--- config.mk ---
export PLATFORM = sky130hd
export DESIGN_NAME = ordered_array_list_flat
export DESIGN_NICKNAME = d
export VERILOG_FILES = /design/src/design/olal_pkg.sv /design/src/design/olal_req_if.sv /design/src/design/olal_rsp_if.sv /design/src/design/olal_cell.sv /design/src/design/ordered_array_list.sv /design/src/flat_wrapper.sv
export SDC_FILE = /design/constraint.sdc
export NUM_CORES = 1
export LEC_CHECK = 0
export BUFFER_PORTS_ARGS = -buffer_cell sky130_fd_sc_hd__buf_2
export CORE_MARGIN = 5
export CORE_UTILIZATION = 35
export DETAILED_ROUTE_END_ITERATION = 8
export HOLD_SLACK_MARGIN = 0.06
export SLEW_MARGIN = 10
export SYNTH_ARGS = -nofsm -noshare
export SYNTH_HDL_FRONTEND = slang
export SYNTH_SLANG_ARGS = --single-unit
export TNS_END_PERCENT = 30
--- constraint.sdc ---
create_clock -name clock -period 8.8 [get_ports clock]
set_clock_uncertainty 0.15 [all_clocks]
set_input_delay 1.76 -clock clock [delete_from_list [all_inputs] [get_ports clock]]
set_output_delay 1.76 -clock clock [all_outputs]
set_load 0.1 [all_outputs]
--- src/design/olal_pkg.sv ---
// ----------------------------------------------------------------------------
// olal_pkg: shared definitions for the ordered array list
// Command codes, status codes, field widths and the control bundle that
// the top level broadcasts to the row of storage cells.
// ----------------------------------------------------------------------------
package olal_pkg;

   localparam int DATA_W = 32;
   localparam int POS_W  = 5;
   localparam int CMD_W  = 2;
   localparam int LEN_W  = 5;

   localparam logic [CMD_W-1:0] CMD_INSERT = 2'd0;
   localparam logic [CMD_W-1:0] CMD_REMOVE = 2'd1;
   localparam logic [CMD_W-1:0] CMD_READ   = 2'd2;
   localparam logic [CMD_W-1:0] CMD_CLEAR  = 2'd3;

   localparam logic ST_DONE   = 1'b0;
   localparam logic ST_REJECT = 1'b1;

   // Capacity register value after reset.
   localparam logic [LEN_W-1:0] CAP_RESET = 5'd16;

   // Broadcast to every cell in the cycle an item is accepted.
   typedef struct packed {
      logic                     shift_up;
      logic                     shift_down;
      logic [POS_W-1:0]         position;
      logic signed [DATA_W-1:0] value;
   } olal_ctl_type;

endpackage

--- src/design/olal_req_if.sv ---
// ----------------------------------------------------------------------------
// olal_req_if: command channel of the ordered array list
// Valid/ready handshake carrying one command item.
// ----------------------------------------------------------------------------
interface olal_req_if
   import olal_pkg::*;
();
   logic                     valid;
   logic                     ready;
   logic [CMD_W-1:0]         cmd;
   logic [POS_W-1:0]         position;
   logic signed [DATA_W-1:0] value;

   modport source (output valid, output cmd, output position, output value, input ready);
   modport sink   (input valid, input cmd, input position, input value, output ready);
endinterface

--- src/design/olal_rsp_if.sv ---
// ----------------------------------------------------------------------------
// olal_rsp_if: result channel of the ordered array list
// Valid/ready handshake carrying one result item.
// ----------------------------------------------------------------------------
interface olal_rsp_if
   import olal_pkg::*;
();
   logic                     valid;
   logic                     ready;
   logic                     status;
   logic signed [DATA_W-1:0] read_value;
   logic [LEN_W-1:0]         length;
   logic                     full_res;

   modport source (output valid, output status, output read_value, output length,
                   output full_res, input ready);
   modport sink   (input valid, input status, input read_value, input length,
                   input full_res, output ready);
endinterface

--- src/design/olal_cell.sv ---
// ----------------------------------------------------------------------------
// olal_cell: one storage slot of the ordered array list
// Holds one entry and, on a shift, takes the word of its lower or upper
// neighbor or the inserted value, depending on where it sits.
// ----------------------------------------------------------------------------
module olal_cell
   import olal_pkg::*;
#(
   parameter int INDEX = 0
) (
   input  logic                     clock,
   input  olal_ctl_type             ctl,
   input  logic signed [DATA_W-1:0] lower_data,
   input  logic signed [DATA_W-1:0] upper_data,
   output logic signed [DATA_W-1:0] data
);

   // Slots past the reach of a position field always sit above it.
   localparam bit               BEYOND   = (INDEX > ((1 << POS_W) - 1));
   localparam logic [POS_W-1:0] SLOT_POS = BEYOND ? '1 : POS_W'(INDEX);

   logic                     above;
   logic                     at;
   logic signed [DATA_W-1:0] data_ff;
   logic signed [DATA_W-1:0] data_in;

   assign above = BEYOND | (SLOT_POS > ctl.position);
   assign at    = !BEYOND & (SLOT_POS == ctl.position);

   always_comb begin
      data_in = data_ff;
      if (ctl.shift_up) begin
         if (above) begin
            data_in = lower_data;
         end else if (at) begin
            data_in = ctl.value;
         end
      end else if (ctl.shift_down) begin
         if (above || at) begin
            data_in = upper_data;
         end
      end
   end

   always_ff @(posedge clock) begin
      data_ff <= data_in;
   end

   assign data = data_ff;

endmodule

--- src/design/ordered_array_list.sv ---
// ----------------------------------------------------------------------------
// ordered_array_list: bounded ordered list of signed words
// Insert, remove, read and clear by position over a row of storage cells
// that shift all entries together on the same clock edge.
// ----------------------------------------------------------------------------
//
//   channel   direction   handshake          carries
//   req_chan  in          valid / ready      cmd, position, value
//   rsp_chan  out         valid / ready      status, read_value, length, full_res
//   csr_*     in          csr_wr_en          capacity (5 bits)
//
// Every command is accepted and every cell moves on the same clock edge;
// its result sits in the output register on the next cycle. A new
// command is accepted in every cycle the output register is empty or
// being drained, so the sustained rate is one item per cycle.
// A stalled result holds the command channel off until it is taken.
// Reset clears the length, the capacity register (back to 16) and the
// output valid; the stored words are not cleared, since a word is only
// ever read below the length, and every such slot has been written.
//
module ordered_array_list
   import olal_pkg::*;
#(
   parameter int MAX_ENTRIES = 16
) (
   input  logic               clock,
   input  logic               reset,
   input  logic               csr_wr_en,
   input  logic [LEN_W-1:0]   csr_wr_data,
   olal_req_if.sink           req_chan,
   olal_rsp_if.source         rsp_chan
);

   localparam int IDX_W = (MAX_ENTRIES > 1) ? $clog2(MAX_ENTRIES) : 1;
   // The largest length a 5-bit length can reach with this many slots.
   localparam logic [LEN_W-1:0] MAX_CAP =
      (MAX_ENTRIES > ((1 << LEN_W) - 1)) ? '1 : LEN_W'(MAX_ENTRIES);

   // Configuration and list state.
   logic [LEN_W-1:0] cap_ff;
   logic [LEN_W-1:0] count_ff;
   logic [LEN_W-1:0] count_in;
   logic [LEN_W-1:0] eff_cap;

   // Output register.
   logic                     rsp_valid_ff;
   logic                     rsp_status_ff;
   logic                     rsp_status_in;
   logic signed [DATA_W-1:0] rsp_data_ff;
   logic signed [DATA_W-1:0] rsp_data_in;
   logic [LEN_W-1:0]         rsp_length_ff;
   logic                     rsp_full_ff;

   logic                     accept;
   logic                     ins_ok;
   logic                     pos_valid;
   logic signed [DATA_W-1:0] hit_data;
   olal_ctl_type             ctl;

   logic signed [DATA_W-1:0] cell_data [MAX_ENTRIES];

   // Capacity above the number of slots falls back to the number of slots.
   assign eff_cap = (cap_ff > MAX_CAP) ? MAX_CAP : cap_ff;

   always_ff @(posedge clock) begin
      if (reset) begin
         cap_ff <= CAP_RESET;
      end else if (csr_wr_en) begin
         cap_ff <= csr_wr_data;
      end
   end

   // The command channel is open whenever the result slot is free or
   // is being emptied in this cycle.
   assign req_chan.ready = !rsp_valid_ff || rsp_chan.ready;
   assign accept         = req_chan.valid && req_chan.ready;

   // An insert may land anywhere from the head up to just past the tail,
   // and only while there is room. Remove and read need an existing entry.
   assign ins_ok    = (count_ff < eff_cap) && (req_chan.position <= count_ff);
   assign pos_valid = ({1'b0, req_chan.position} < {1'b0, count_ff});

   assign ctl.shift_up   = accept && (req_chan.cmd == CMD_INSERT) && ins_ok;
   assign ctl.shift_down = accept && (req_chan.cmd == CMD_REMOVE) && pos_valid;
   assign ctl.position   = req_chan.position;
   assign ctl.value      = req_chan.value;

   // Row of cells: each takes from its lower neighbor on an insert and
   // from its upper neighbor on a remove. The ends are tied to zero; the
   // words they bring in lie beyond the length and are never read.
   for (genvar i = 0; i < MAX_ENTRIES; i++) begin : g_cell
      logic signed [DATA_W-1:0] lower_data;
      logic signed [DATA_W-1:0] upper_data;

      if (i == 0) begin : g_head
         assign lower_data = '0;
      end else begin : g_mid_lo
         assign lower_data = cell_data[i-1];
      end
      if (i == MAX_ENTRIES - 1) begin : g_tail
         assign upper_data = '0;
      end else begin : g_mid_hi
         assign upper_data = cell_data[i+1];
      end

      olal_cell #(
         .INDEX (i)
      ) u_cell (
         .clock      (clock),
         .ctl        (ctl),
         .lower_data (lower_data),
         .upper_data (upper_data),
         .data       (cell_data[i])
      );
   end

   // A read only uses this word when the position is below the length,
   // which keeps the select inside the row.
   assign hit_data = cell_data[IDX_W'(req_chan.position)];

   always_comb begin
      count_in      = count_ff;
      rsp_status_in = ST_DONE;
      rsp_data_in   = '0;
      case (req_chan.cmd)
         CMD_INSERT: begin
            if (ins_ok) begin
               count_in = count_ff + 1'b1;
            end else begin
               rsp_status_in = ST_REJECT;
            end
         end
         CMD_REMOVE: begin
            if (pos_valid) begin
               count_in = count_ff - 1'b1;
            end else begin
               rsp_status_in = ST_REJECT;
            end
         end
         CMD_READ: begin
            if (pos_valid) begin
               rsp_data_in = hit_data;
            end else begin
               rsp_status_in = ST_REJECT;
            end
         end
         CMD_CLEAR: begin
            count_in = '0;
         end
         default: begin
            count_in = count_ff;
         end
      endcase
   end

   always_ff @(posedge clock) begin
      if (reset) begin
         count_ff     <= '0;
         rsp_valid_ff <= 1'b0;
      end else begin
         if (accept) begin
            count_ff     <= count_in;
            rsp_valid_ff <= 1'b1;
         end else if (rsp_chan.ready) begin
            rsp_valid_ff <= 1'b0;
         end
      end
   end

   // Result payload; full is judged against the capacity in force now.
   always_ff @(posedge clock) begin
      if (accept) begin
         rsp_status_ff <= rsp_status_in;
         rsp_data_ff   <= rsp_data_in;
         rsp_length_ff <= count_in;
         rsp_full_ff   <= (count_in >= eff_cap);
      end
   end

   assign rsp_chan.valid      = rsp_valid_ff;
   assign rsp_chan.status     = rsp_status_ff;
   assign rsp_chan.read_value = rsp_data_ff;
   assign rsp_chan.length     = rsp_length_ff;
   assign rsp_chan.full_res   = rsp_full_ff;

   // ------------------------------------------------------------------
   // Checks
   // ------------------------------------------------------------------

   // The length never runs past the number of slots.
   a_count_bound: assert property (@(posedge clock) disable iff (reset)
      count_ff <= MAX_CAP)
      else $error("list length exceeds the number of slots");

   // A clear leaves an empty list and reports length zero.
   a_clear_empties: assert property (@(posedge clock) disable iff (reset)
      (accept && req_chan.cmd == CMD_CLEAR) |=>
         (rsp_valid_ff && rsp_length_ff == '0 && count_ff == '0))
      else $error("clear did not empty the list");

   // A rejected command leaves the length untouched.
   a_reject_holds: assert property (@(posedge clock) disable iff (reset)
      (accept && rsp_status_in == ST_REJECT) |=> (count_ff == $past(count_ff)))
      else $error("rejected command changed the length");

   // The reported length always matches the list after the command.
   a_length_tracks: assert property (@(posedge clock) disable iff (reset)
      accept |=> (rsp_length_ff == count_ff))
      else $error("reported length differs from the stored length");

endmodule

--- src/flat_wrapper.sv ---
// flat-port wrapper written by rule: the top's interface ports become plain ports
module ordered_array_list_flat import olal_pkg::*;
#(
   parameter int MAX_ENTRIES = 16
)
  (clock, reset, csr_wr_en, csr_wr_data, req_chan_valid, req_chan_cmd, req_chan_position, req_chan_value, req_chan_ready, rsp_chan_valid, rsp_chan_status, rsp_chan_read_value, rsp_chan_length, rsp_chan_full_res, rsp_chan_ready);
  olal_req_if req_chan_i ();
  olal_rsp_if rsp_chan_i ();
  input  logic clock;
  input  logic reset;
  input  logic csr_wr_en;
  input  logic [LEN_W-1:0] csr_wr_data;
  input wire logic [$bits(req_chan_i.valid)-1:0] req_chan_valid;
  input wire logic [$bits(req_chan_i.cmd)-1:0] req_chan_cmd;
  input wire logic [$bits(req_chan_i.position)-1:0] req_chan_position;
  input wire logic [$bits(req_chan_i.value)-1:0] req_chan_value;
  output wire logic [$bits(req_chan_i.ready)-1:0] req_chan_ready;
  output wire logic [$bits(rsp_chan_i.valid)-1:0] rsp_chan_valid;
  output wire logic [$bits(rsp_chan_i.status)-1:0] rsp_chan_status;
  output wire logic [$bits(rsp_chan_i.read_value)-1:0] rsp_chan_read_value;
  output wire logic [$bits(rsp_chan_i.length)-1:0] rsp_chan_length;
  output wire logic [$bits(rsp_chan_i.full_res)-1:0] rsp_chan_full_res;
  input wire logic [$bits(rsp_chan_i.ready)-1:0] rsp_chan_ready;
  assign req_chan_i.valid = req_chan_valid;
  assign req_chan_i.cmd = req_chan_cmd;
  assign req_chan_i.position = req_chan_position;
  assign req_chan_i.value = req_chan_value;
  assign req_chan_ready = req_chan_i.ready;
  assign rsp_chan_valid = rsp_chan_i.valid;
  assign rsp_chan_status = rsp_chan_i.status;
  assign rsp_chan_read_value = rsp_chan_i.read_value;
  assign rsp_chan_length = rsp_chan_i.length;
  assign rsp_chan_full_res = rsp_chan_i.full_res;
  assign rsp_chan_i.ready = rsp_chan_ready;
  ordered_array_list #(.MAX_ENTRIES(MAX_ENTRIES)) u_core (.clock(clock), .reset(reset), .csr_wr_en(csr_wr_en), .csr_wr_data(csr_wr_data), .req_chan(req_chan_i), .rsp_chan(rsp_chan_i));
endmodule
Word level (Yosys, flattened, before mapping):

Cells that the tools add are included.

* multiplexer cells: 92
* multiply operators: 0
* divide/modulo/power cells: 0
* equality and inequality tests: 34
* $add $sub $neg: 2
* shift-type cells: 0
* bitwise logic cells: 1
* $lt $le $gt $ge: 22
* reductions and logical operators: 62

Operators with widths (number)
* $mux W32: 82
* $bmux W32 S4: 1
* $ne A3 B3 Y1 const B: 16
* $reduce_and A3 Y1: 16
* $eq A4 B5 Y1 const A: 8
* $gt A4 B5 Y1 const A: 8
* $reduce_bool A2 Y1: 18
* $eq A3 B5 Y1 const A: 4
* $gt A3 B5 Y1 const A: 4
* $logic_or A1 B1 Y1: 17
* $mux W5: 3
* $pmux W5 S3: 1
* $eq A2 B5 Y1 const A: 2
* $gt A1 B5 Y1 const A: 2
* $gt A2 B5 Y1 const A: 2
* $lt A5 B5 Y1: 2
* $logic_and A1 B1 Y1: 6
* $add A5 B1 Y5 const B: 1
* $eq A1 B5 Y1 const A: 1
* $ge A5 B5 Y1: 1
* $ge A5 B5 Y1 const B: 1
* $gt A5 B5 Y1 const B: 1
* $le A5 B5 Y1: 1
* $logic_not A5 Y1: 1
* 10 further kinds: 14

* output and inout port bits: 41
* memory bits (writable): 0
* bits in latches: 0
* memories: 0
* bits in read-only memories: 0
* flip-flop bits (word level): 562

Longest topological paths before layout:

Gate-level depths: netlist of run 1.

* depth after elaboration: 7
* mapped depth: 19
* gate-level depth less buffers: 16

Hierarchy:

A second synthesis of run 1 with hierarchy kept.

* cell total of the unflattened synthesis: 3154
* area total of the unflattened synthesis: 33918.8 um^2

Modules (own cells, without submodules)
* ordered_array_list: instances 1, area an instance 6492.5 um^2, cells each 505, seq. area each 1391.3 um^2
* olal_cell at u_core.g_cell[4].u_cell: instances 1, area an instance 1926.8 um^2, cells each 188, seq. area each 960.9 um^2
* olal_cell at u_core.g_cell[8].u_cell: instances 1, area an instance 1865.5 um^2, cells each 184, seq. area each 960.9 um^2
* olal_cell at u_core.g_cell[9].u_cell: instances 1, area an instance 1855.5 um^2, cells each 185, seq. area each 960.9 um^2
* olal_cell at u_core.g_cell[1].u_cell: instances 1, area an instance 1836.8 um^2, cells each 184, seq. area each 960.9 um^2
* olal_cell at u_core.g_cell[13].u_cell: instances 1, area an instance 1820.5 um^2, cells each 184, seq. area each 960.9 um^2
* olal_cell at u_core.g_cell[5].u_cell: instances 1, area an instance 1746.7 um^2, cells each 185, seq. area each 960.9 um^2
* olal_cell at u_core.g_cell[11].u_cell: instances 1, area an instance 1731.7 um^2, cells each 185, seq. area each 960.9 um^2
* olal_cell at u_core.g_cell[12].u_cell: instances 1, area an instance 1695.4 um^2, cells each 178, seq. area each 960.9 um^2
* olal_cell at u_core.g_cell[14].u_cell: instances 1, area an instance 1674.1 um^2, cells each 177, seq. area each 960.9 um^2
* olal_cell at u_core.g_cell[2].u_cell: instances 1, area an instance 1669.1 um^2, cells each 142, seq. area each 960.9 um^2
* olal_cell at u_core.g_cell[6].u_cell: instances 1, area an instance 1667.8 um^2, cells each 142, seq. area each 960.9 um^2
* olal_cell at u_core.g_cell[15].u_cell: instances 1, area an instance 1652.8 um^2, cells each 177, seq. area each 960.9 um^2
* olal_cell at u_core.g_cell[7].u_cell: instances 1, area an instance 1642.8 um^2, cells each 177, seq. area each 960.9 um^2
* +3 rows

Worst setup path before layout of run 1:

No wires, ideal clock.

* path type: in2reg
* start point: in req_chan_position[0]
* end point: reg u_core.g_cell[0].u_cell.data_ff[0], enable pin
* arrival time: 5906 ps
* stages on the path: 13
* setup slack: 2283 ps
* path buffers: 5
* required time: 8189 ps
* cells stage by stage: buf_2 -> buf_2 -> buf_2 -> inv_1 -> ha_1 -> inv_1 -> nor2_1 -> a21oi_1 -> buf_1 -> a21oi_1 -> clkbuf_1 -> nand2_1 -> nor3_1

* cells in the longest elaborated chain, start to end: 5
* elaborated cells between the ends (all ways): 12

RTL lines
* start: declaration: RTL line flat_wrapper.sv:15 `input wire logic [$bits(req_chan_i.position)-1:0] req_chan_position;`
* $le A5 B5 Y1: RTL line ordered_array_list.sv:80 `assign ins_ok = (count_ff < eff_cap) && (req_chan.position <= count_ff);`
* $logic_and A1 B1 Y1: RTL line ordered_array_list.sv:80
* $logic_and A1 B1 Y1: RTL line ordered_array_list.sv:83 `assign ctl.shift_up = accept && (req_chan.cmd == CMD_INSERT) && ins_ok;`
* $ne A3 B3 Y1 (no line) / $reduce_bool A2 Y1 (equally long branches)
* $reduce_and A3 Y1 (no line) (*)
* end signal: assignment: RTL line olal_cell.sv:46 `data_ff <= data_in;`
* end: declaration: RTL line olal_cell.sv:24 `logic signed [DATA_W-1:0] data_ff;`

Mark *: on every way between the ends. The rest lies on a longest branch, timed or not.
A chain may end at the register's enable or synchronous reset.

Worst setup path after layout of run 1:

* start point: in req_chan_position[1]
* end point: reg u_core.g_cell[14].u_cell.data_ff[17], enable pin

* cells in the longest elaborated chain, start to end: 5
* elaborated cells between the ends (all ways): 12

RTL lines (RTL line)
* $le A5 B5 Y1: ordered_array_list.sv:80
* $logic_and A1 B1 Y1: ordered_array_list.sv:80
* $logic_and A1 B1 Y1: ordered_array_list.sv:83
* $ne A3 B3 Y1 (no line) / $reduce_bool A2 Y1 (equally long branches)
* $reduce_and A3 Y1 (no line) (*)
* end signal: assignment: olal_cell.sv:46
* end: declaration: olal_cell.sv:24

Marked as above.

==> out/metrics.yaml, run 1 <==
yosys:
  post_synthesis_share_of_cell_area_spent_on_full_adders_half_adders_and_majority_gates_pct: 0.811
  synth_cells: 2754
  yosys.area_share.xor_xnor_pct: 0.0270
  yosysSeqAreaShare_pct: 51.7
  synthTopCellsByArea: "edfxtp_1, mux2i_1, mux4_2"
  synth-warning-count: 0
  synth_area_um2: 32400
  biggest_area_consumer_among_synthesized_cells: "edfxtp_1"
  synth_compound_gate_area_share_pct: 9.16
  synth_fp_nets: 2824
  synth_simple_gate_area_share_pct: 9.65
  post_synth_num_cell_types: 47
  synthesis.area_per_instance_um2: 11.8
  synth.ff_latch_count: 562
  count_of_flip_flops_with_a_built_in_enable_after_synthesis: 551
  async_reset_ff_share_pct: 0
  synth_top_family_by_area: "multiplexers"
  yosys-mux-area-fraction_pct: 24.1
  synth_commonest_cells: "nand2_1, edfxtp_1, mux2i_1"
  synth_top_flop_cell: "edfxtp_1"
  netlist.area_leader.share_pct: 51.0
  yosys.cell_count.top_type: "nand2_1"
cts:
  numClockSinks: 562
  clock_tree_root_buffer_cell: "clkbuf_16"
  ctsHtreeMaxLevel: 3
  clock_path_buffers: 3
  cts_tree: "built"
  cts_resized: 0
  cts.reportedPaths.clkPinSlew_ps: 60
  postCtsSetupRepairBufs: 0
  cts_made_buffers: 67
  postCtsHoldBufs: 0
  clk_latency_ps: 610
global_route:
  first_global_vias: 21600
  grt_max_degree: 159
  track_usage_pct: 18.7
  grt_pass1_wl_um: 142000
  gr-total-overflow: 0
  grt_antenna_before_repair: 5
power_and_ir_drop:
  leak_nw: 13.1
  power_mw: 6.37
  powerDensity_nw_per_um2: 178
  irDropWorstVdd_uv: 114
critical_path:
  crit_end_element: "flip-flop"
  critPathKind: "primary input to flip-flop"
  slowest_stage: "nor2_4"
  crit_top_cell: "a21oi_1"
  cp.arrival_ps: 6220
  cp_top_family: "simple AND/OR/NAND/NOR gates"
  critical_path.startpoint_type: "primary input"
  worstPathMaxFanout: 84
  critical_path.cell_chain: "clkbuf_8 > ha_1 > nand4_1 > o21a_1 > a21oi_1 > a21oi_1 > nand2_1 > nor2_4 > buf_4"
  worst_path_largest_cell_delay_ps: 930
  crit_start: "req_chan_position[1]"
  timing.critical_path.buf_inv: 2
  regToRegStartpoint: "u_core.cap_ff[4]"
  worst_ep_required_time_ps: 8930
detailed_routing:
  drc: 0
  post_drt_via_cell_ratio: 5.59
  detail_route.iter0.violations: 2545
  vias: 22400
  ant_nets: 0
  drt-pass1-iter-count: 6
  route.detailed.wl_per_inst_um: 23.7
  postRouteWirelength_um: 94700
place:
  portBuffers: 89
  place.detailed.hpwl_um: 53600
  pre_cts_ws_ps: 2110
  detailed_place.area_um2: 33700
  globalplace.congestion: 0.795
floorplanning:
  placement_rows: 111
  die_area_um2: 98800
  num_io_pins: 90
  chipHeight_um: 314
  width_of_the_die_um: 314
  initial_utilization_pct: 35.3
  coreArea_um2: 91800
job:
  max_cap_violation_count: 0
final_layout:
  multi_input_comb_area_um2: 14400
  fillerInstances: 8730
  final_area_um2: 35700
  layout.core_utilization_pct: 38.9
  area_growth_pct: 10.2
  layout-drive-gt1-share_pct: 16.5
  num-nets-final: 2777
  register_area_um2: 16800
outcome:
  outcome: "complete, no violations"
sta:
  slew_headroom_pct: 12.3
  setup_tns_ps: 0
  fin_crit_sh_pct: 69.2
  timing.final.ws_setup_ps: 2710
  max_freq_mhz: 164
  final_max_slew_viol_count: 0
  final_setup_violating_endpoints: 0
  finalCriticalPeriod_ps: 6090
  hold_violations: 0
  rsz0062_at_grt: "false"
  timing_worst_slew_pin_value_ps: 1310
worst_hold_path:
  worst_min_path_start: "u_core.cap_ff[2]"
  worst_hold_path_type: "flip-flop to flip-flop"
path summary, 6_finish.rpt:
kind | slack [ps] | depth (start not counted) | to
setup / recovery | 2710 | 9 | u_core.g_cell[14].u_cell.data[17]
hold / removal | 360 | 2 | u_core.cap_ff[2]
setup reg to reg | 3960 | 10 | u_core.g_cell[14].u_cell.data[17]
hold reg to reg | 360 | 2 | u_core.cap_ff[2]
state kept, by name, summed over array words and instances (netlist names):
signal	cells
u_core.rsp_chan.length	5
u_core.rsp_chan.status	1
u_core.rsp_chan.read_value	32
u_core.rsp_chan.full_res	1
u_core.count_ff	5
u_core.rsp_chan.valid	1
u_core.g_cell.u_cell.data	512
u_core.cap_ff	5
worst min-delay path: stages, from the launching register on:
cell     delay, ps
dfxtp_1        330
mux2i_1         70
nor2_1          70
report_power, final:
part / internal [mW] / total [mW] / switching, mW
logic: 0.243 / 0.725 / 0.481
clock network: 1.54 / 2.67 / 1.13
registers: 2.96 / 2.98 / 0.0196
total: 4.74 / 6.37 / 1.63
through the flow:
step | hold WS, ps | std cells
finish | 358 | 3997
global placement | 341 | 3881
global route | 384 | 3996
CTS | 365 | 3994
floorplan | 310 | 2754
detailed placement | 349 | 3881
layer usage:
metal	vias to the layer above	part of all wire, %	track usage [%]
met3	144	6.2	2.71
met5	-	0.017	0
met4	2	2.6	5.13
met1	11200	44	26.7
li1	10200	-	-
met2	831	47	30.0
kinds of logic after synthesis:
kind of cell | after synthesis
buffers and inverters | 267
and+or+nand+nor | 784
adders and majority gates | 21
xor gates and xnor gates | 1
muxes | 581
AOI/OAI and AO/OA | 538
DFF | 562
layout make-up:
type                       count  area share (%)
tap                         1243            4.35
inverter                      16           0.168
antenna                        3          0.0210
sequential                   562            46.9
multi-input combinational   1925            40.3
timing repair buffer         135            2.52
clock inverter                26           0.630
clock buffer                  87            5.08
layout by cell type (no fill, tap or decap), types with 4 or more instances in the layout:
cell / synthesis / routed
nand2_1: 656 / 656
edfxtp_1: 551 / 551
mux2i_1: 421 / 421
o21ai_1: 376 / 376
mux4_2: 160 / 160
buf_2: 40 / 85
clkbuf_16: 0 / 69
o21ai_0: 52 / 52
nor2_1: 51 / 41
buf_4: 0 / 41
a31oi_1: 36 / 36
and3_1: 42 / 34
a21oi_2: 36 / 32
ha_1: 21 / 20
inv_1: 16 / 16
clkbuf_1: 134 / 16
clkinv_1: 0 / 14
nor2_4: 0 / 12
dfxtp_1: 11 / 11
a21oi_1: 11 / 10
and3_2: 0 / 8
buf_12: 0 / 7
nand3_1: 6 / 6
o21a_1: 5 / 5
a21oi_4: 0 / 5
or2_2: 4 / 4
Note: power is estimated with default switching activity, not from simulation.
==> run 2: changes to the inputs <==
ABC_AREA = 1   (was default)
clock period = 6 ns   (was 8.8 ns; I/O delays follow)
==> out/metrics.yaml, run 2 <==
place:
  portBuffers: 89  # unchanged
  detailed_place.area_um2: 34200  # +1.5%
  pre_cts_ws_ps: 1150  # -959 ps
  globalplace.congestion: 0.857  # +7.8%
  place.detailed.hpwl_um: 66700  # +24%
floorplanning:
  die_area_um2: 99300  # +0.54%
  coreArea_um2: 92900  # +1.2%
  initial_utilization_pct: 35.1  # -0.23 points
  chipHeight_um: 315  # +0.27%
  placement_rows: 112  # +0.90%
  width_of_the_die_um: 315  # +0.27%
  num_io_pins: 90  # unchanged
critical_path:
  critPathKind: "primary input to flip-flop"
  worstPathMaxFanout: 35  # -58%
  critical_path.startpoint_type: "primary input"
  worst_ep_required_time_ps: 6160  # -2770 ps
  crit_end_element: "flip-flop"
  setup.reg_to_reg.worst_slack_ps: 1870  # -2090 ps
  cp.arrival_ps: 4450  # -1770 ps
global_route:
  gr-total-overflow: 0  # unchanged
  grt_antenna_before_repair: 7  # +2
  first_global_vias: 26400  # +22%
  grt_pass1_wl_um: 172000  # +21%
  grt_max_degree: 172  # +8.2%
  track_usage_pct: 22.6  # +4.0 points
sta:
  final_setup_violating_endpoints: 0  # unchanged
  setup_tns_ps: 0  # unchanged
  fin_crit_sh_pct: 71.6
  timing.final.ws_setup_ps: 1710  # -1000 ps
  finalCriticalPeriod_ps: 4290
  final_max_slew_viol_count: 0  # unchanged
  rsz0062_at_grt: "false"
  slew_headroom_pct: 30.6  # +18 points
  timing_worst_slew_pin_value_ps: 1040  # -273 ps
  max_freq_mhz: 233
  hold_violations: 0  # unchanged
yosys:
  synth_simple_gate_area_share_pct: 11.5  # +1.8 points
  synth_compound_gate_area_share_pct: 26.0  # +17 points
  biggest_area_consumer_among_synthesized_cells: "edfxtp_1"
  synth_fp_nets: 3853  # +36%
  post_synth_num_cell_types: 41  # -13%
  async_reset_ff_share_pct: 0  # unchanged
  synth_area_um2: 32600  # +0.56%
  yosysSeqAreaShare_pct: 51.4  # -0.29 points
  synth_top_family_by_area: "compound AO/OA/AOI/OAI gates"
  synth_commonest_cells: "nand2_1, o21ai_0, edfxtp_1"
  post_synthesis_share_of_cell_area_spent_on_full_adders_half_adders_and_majority_gates_pct: 0.806  # -0.0045 points
  synth_cells: 3783  # +37%
  yosys-mux-area-fraction_pct: 0  # -24 points
  synthesis.area_per_instance_um2: 8.62  # -27%
  synth_top_flop_cell: "edfxtp_1"
  synthTopCellsByArea: "edfxtp_1, o21ai_0, nand2_1"
  synth.ff_latch_count: 562  # unchanged
  netlist.area_leader.share_pct: 50.8  # -0.28 points
  count_of_flip_flops_with_a_built_in_enable_after_synthesis: 551  # unchanged
  yosys.cell_count.top_type: "nand2_1"
  yosys.area_share.xor_xnor_pct: 0.0806  # +0.054 points
  synth-warning-count: 0  # unchanged
detailed_routing:
  post_drt_via_cell_ratio: 5.74  # +2.6%
  met3_wirelength_um: 11400  # +94%
  drt-pass1-iter-count: 7  # +1
  dr_wl_met2_um: 52300  # +18%
  vias: 28700  # +28%
  route.detailed.wl_per_inst_um: 23.3  # -1.5%
  m1WireLength_um: 49500  # +18%
  ant_nets: 0  # unchanged
  routed.top_layer: "met5"
  detail_route.iter0.violations: 3843  # +51%
  drc: 0  # unchanged
  postRouteWirelength_um: 117000  # +23%
cts:
  cts_resized: 0  # unchanged
  clk_latency_ps: 630  # +20 ps
  ctsHtreeMaxLevel: 3  # unchanged
  clock_tree_root_buffer_cell: "clkbuf_16"
  cts_tree: "built"
  postCtsHoldBufs: 0  # unchanged
  clock_path_buffers: 3  # unchanged
  postCtsSetupRepairBufs: 0  # unchanged
  numClockSinks: 562  # unchanged
  cts_made_buffers: 66  # -1.5%
  cts.reportedPaths.clkPinSlew_ps: 60  # about the same
power_and_ir_drop:
  power_mw: 9.76  # +53%
  powerDensity_nw_per_um2: 269  # +51%
  irDropWorstVdd_uv: 193  # +69%
  leak_nw: 13.6  # +4.0%
final_layout:
  final_common_cell: "nand2_1"
  final_area_um2: 36300  # +1.6%
  num-nets-final: 3763  # +36%
  layout-drive-gt1-share_pct: 8.26  # -8.2 points
  mostFrequentLayoutCells: "nand2_1, o21ai_0, edfxtp_1"
  flip_flop_count_of_the_largest_register_all_copies_and_words_added: 512  # unchanged
  fillerInstances: 9220  # +5.6%
  layout.core_utilization_pct: 39.1  # +0.16 points
  area_growth_pct: 11.4
worst_hold_path:
  worst_hold_path_type: "flip-flop to flip-flop"
outcome:
  outcome: "complete, no violations"
job:
  max_cap_violation_count: 0  # unchanged
[run 2: cell types whose count changed after synthesis, sizes merged, moves of 66 or more]
cell,delta
mux4,-160
o21ai,+306
nor2,+66
nand2,+145
mux2i,-421
o211ai,+319
o221ai,+73
a21oi,+101
inv,+460
[run 2: kinds of logic after synthesis]
kind of cell / count (synthesis)
adder cells (fa/ha/maj): 21
XOR/XNOR: 3
buffers and inverters: 817
AO/OA/AOI/OAI: 1415
AND/OR/NAND/NOR: 965
flip-flops: 562
[run 2: area by class of cell]
class / instances / area [um2] / area share [%]
tap: 1254 / 1570 / 4.32
sequential: 562 / 16800 / 46.2
inverter: 486 / 1840 / 5.07
timing repair buffer: 173 / 1330 / 3.66
clock buffer: 83 / 1750 / 4.81
clock inverter: 35 / 348 / 0.958
antenna: 7 / 17.5 / 0.0482
multi-input combinational: 2404 / 12700 / 35.0
[run 2: path summary, 6_finish.rpt]
| check | to | cells after the start | start |
|---|---|---|---|
| worst max register to register | u_core.g_cell[1].u_cell.data[28] | 14 | u_core.cap_ff[0] |
| worst max-delay path | u_core.g_cell[1].u_cell.data[28] | 13 | req_chan_position[1] |
| worst min register to register | u_core.cap_ff[0] | 2 | u_core.cap_ff[0] |
| worst min-delay path | u_core.cap_ff[0] | 2 | u_core.cap_ff[0] |
[run 2: where the power goes]
part	total, mW	leakage, nW	switching, mW	internal [mW]
Combinational	1.27	7.40	0.981	0.291
Clock	4.06	1.03	1.70	2.36
Sequential	4.43	5.15	0.0365	4.39
[run 2: metal layers]
| metal | GRT usage (%) | vias up |
|---|---|---|
| li1 | - | 13200 |
| met1 | 31.8 | 13700 |
| met2 | 35.4 | 1597 |
| met3 | 4.13 | 195 |
| met4 | 7.53 | 6 |
| met5 | 0 | - |
[run 2: critical path, cell delays in order]
cell and delay [ps]:
buf_4 490, ha_1 350, nand2_1 80, nor2_1 60, nand2_2 130, nand3_4 140
nand2_4 140, nand4_4 130, nand2_1 160, inv_1 340, buf_4 340, nor2_4 560
buf_12 270
[run 2: per-stage QoR]
step                instances  hold slack (ps)
global route             4998              389
detailed placement       4879              348
floorplan                3783              307
global placement         4879              342
finish                   5004              351
CTS                      4997              357
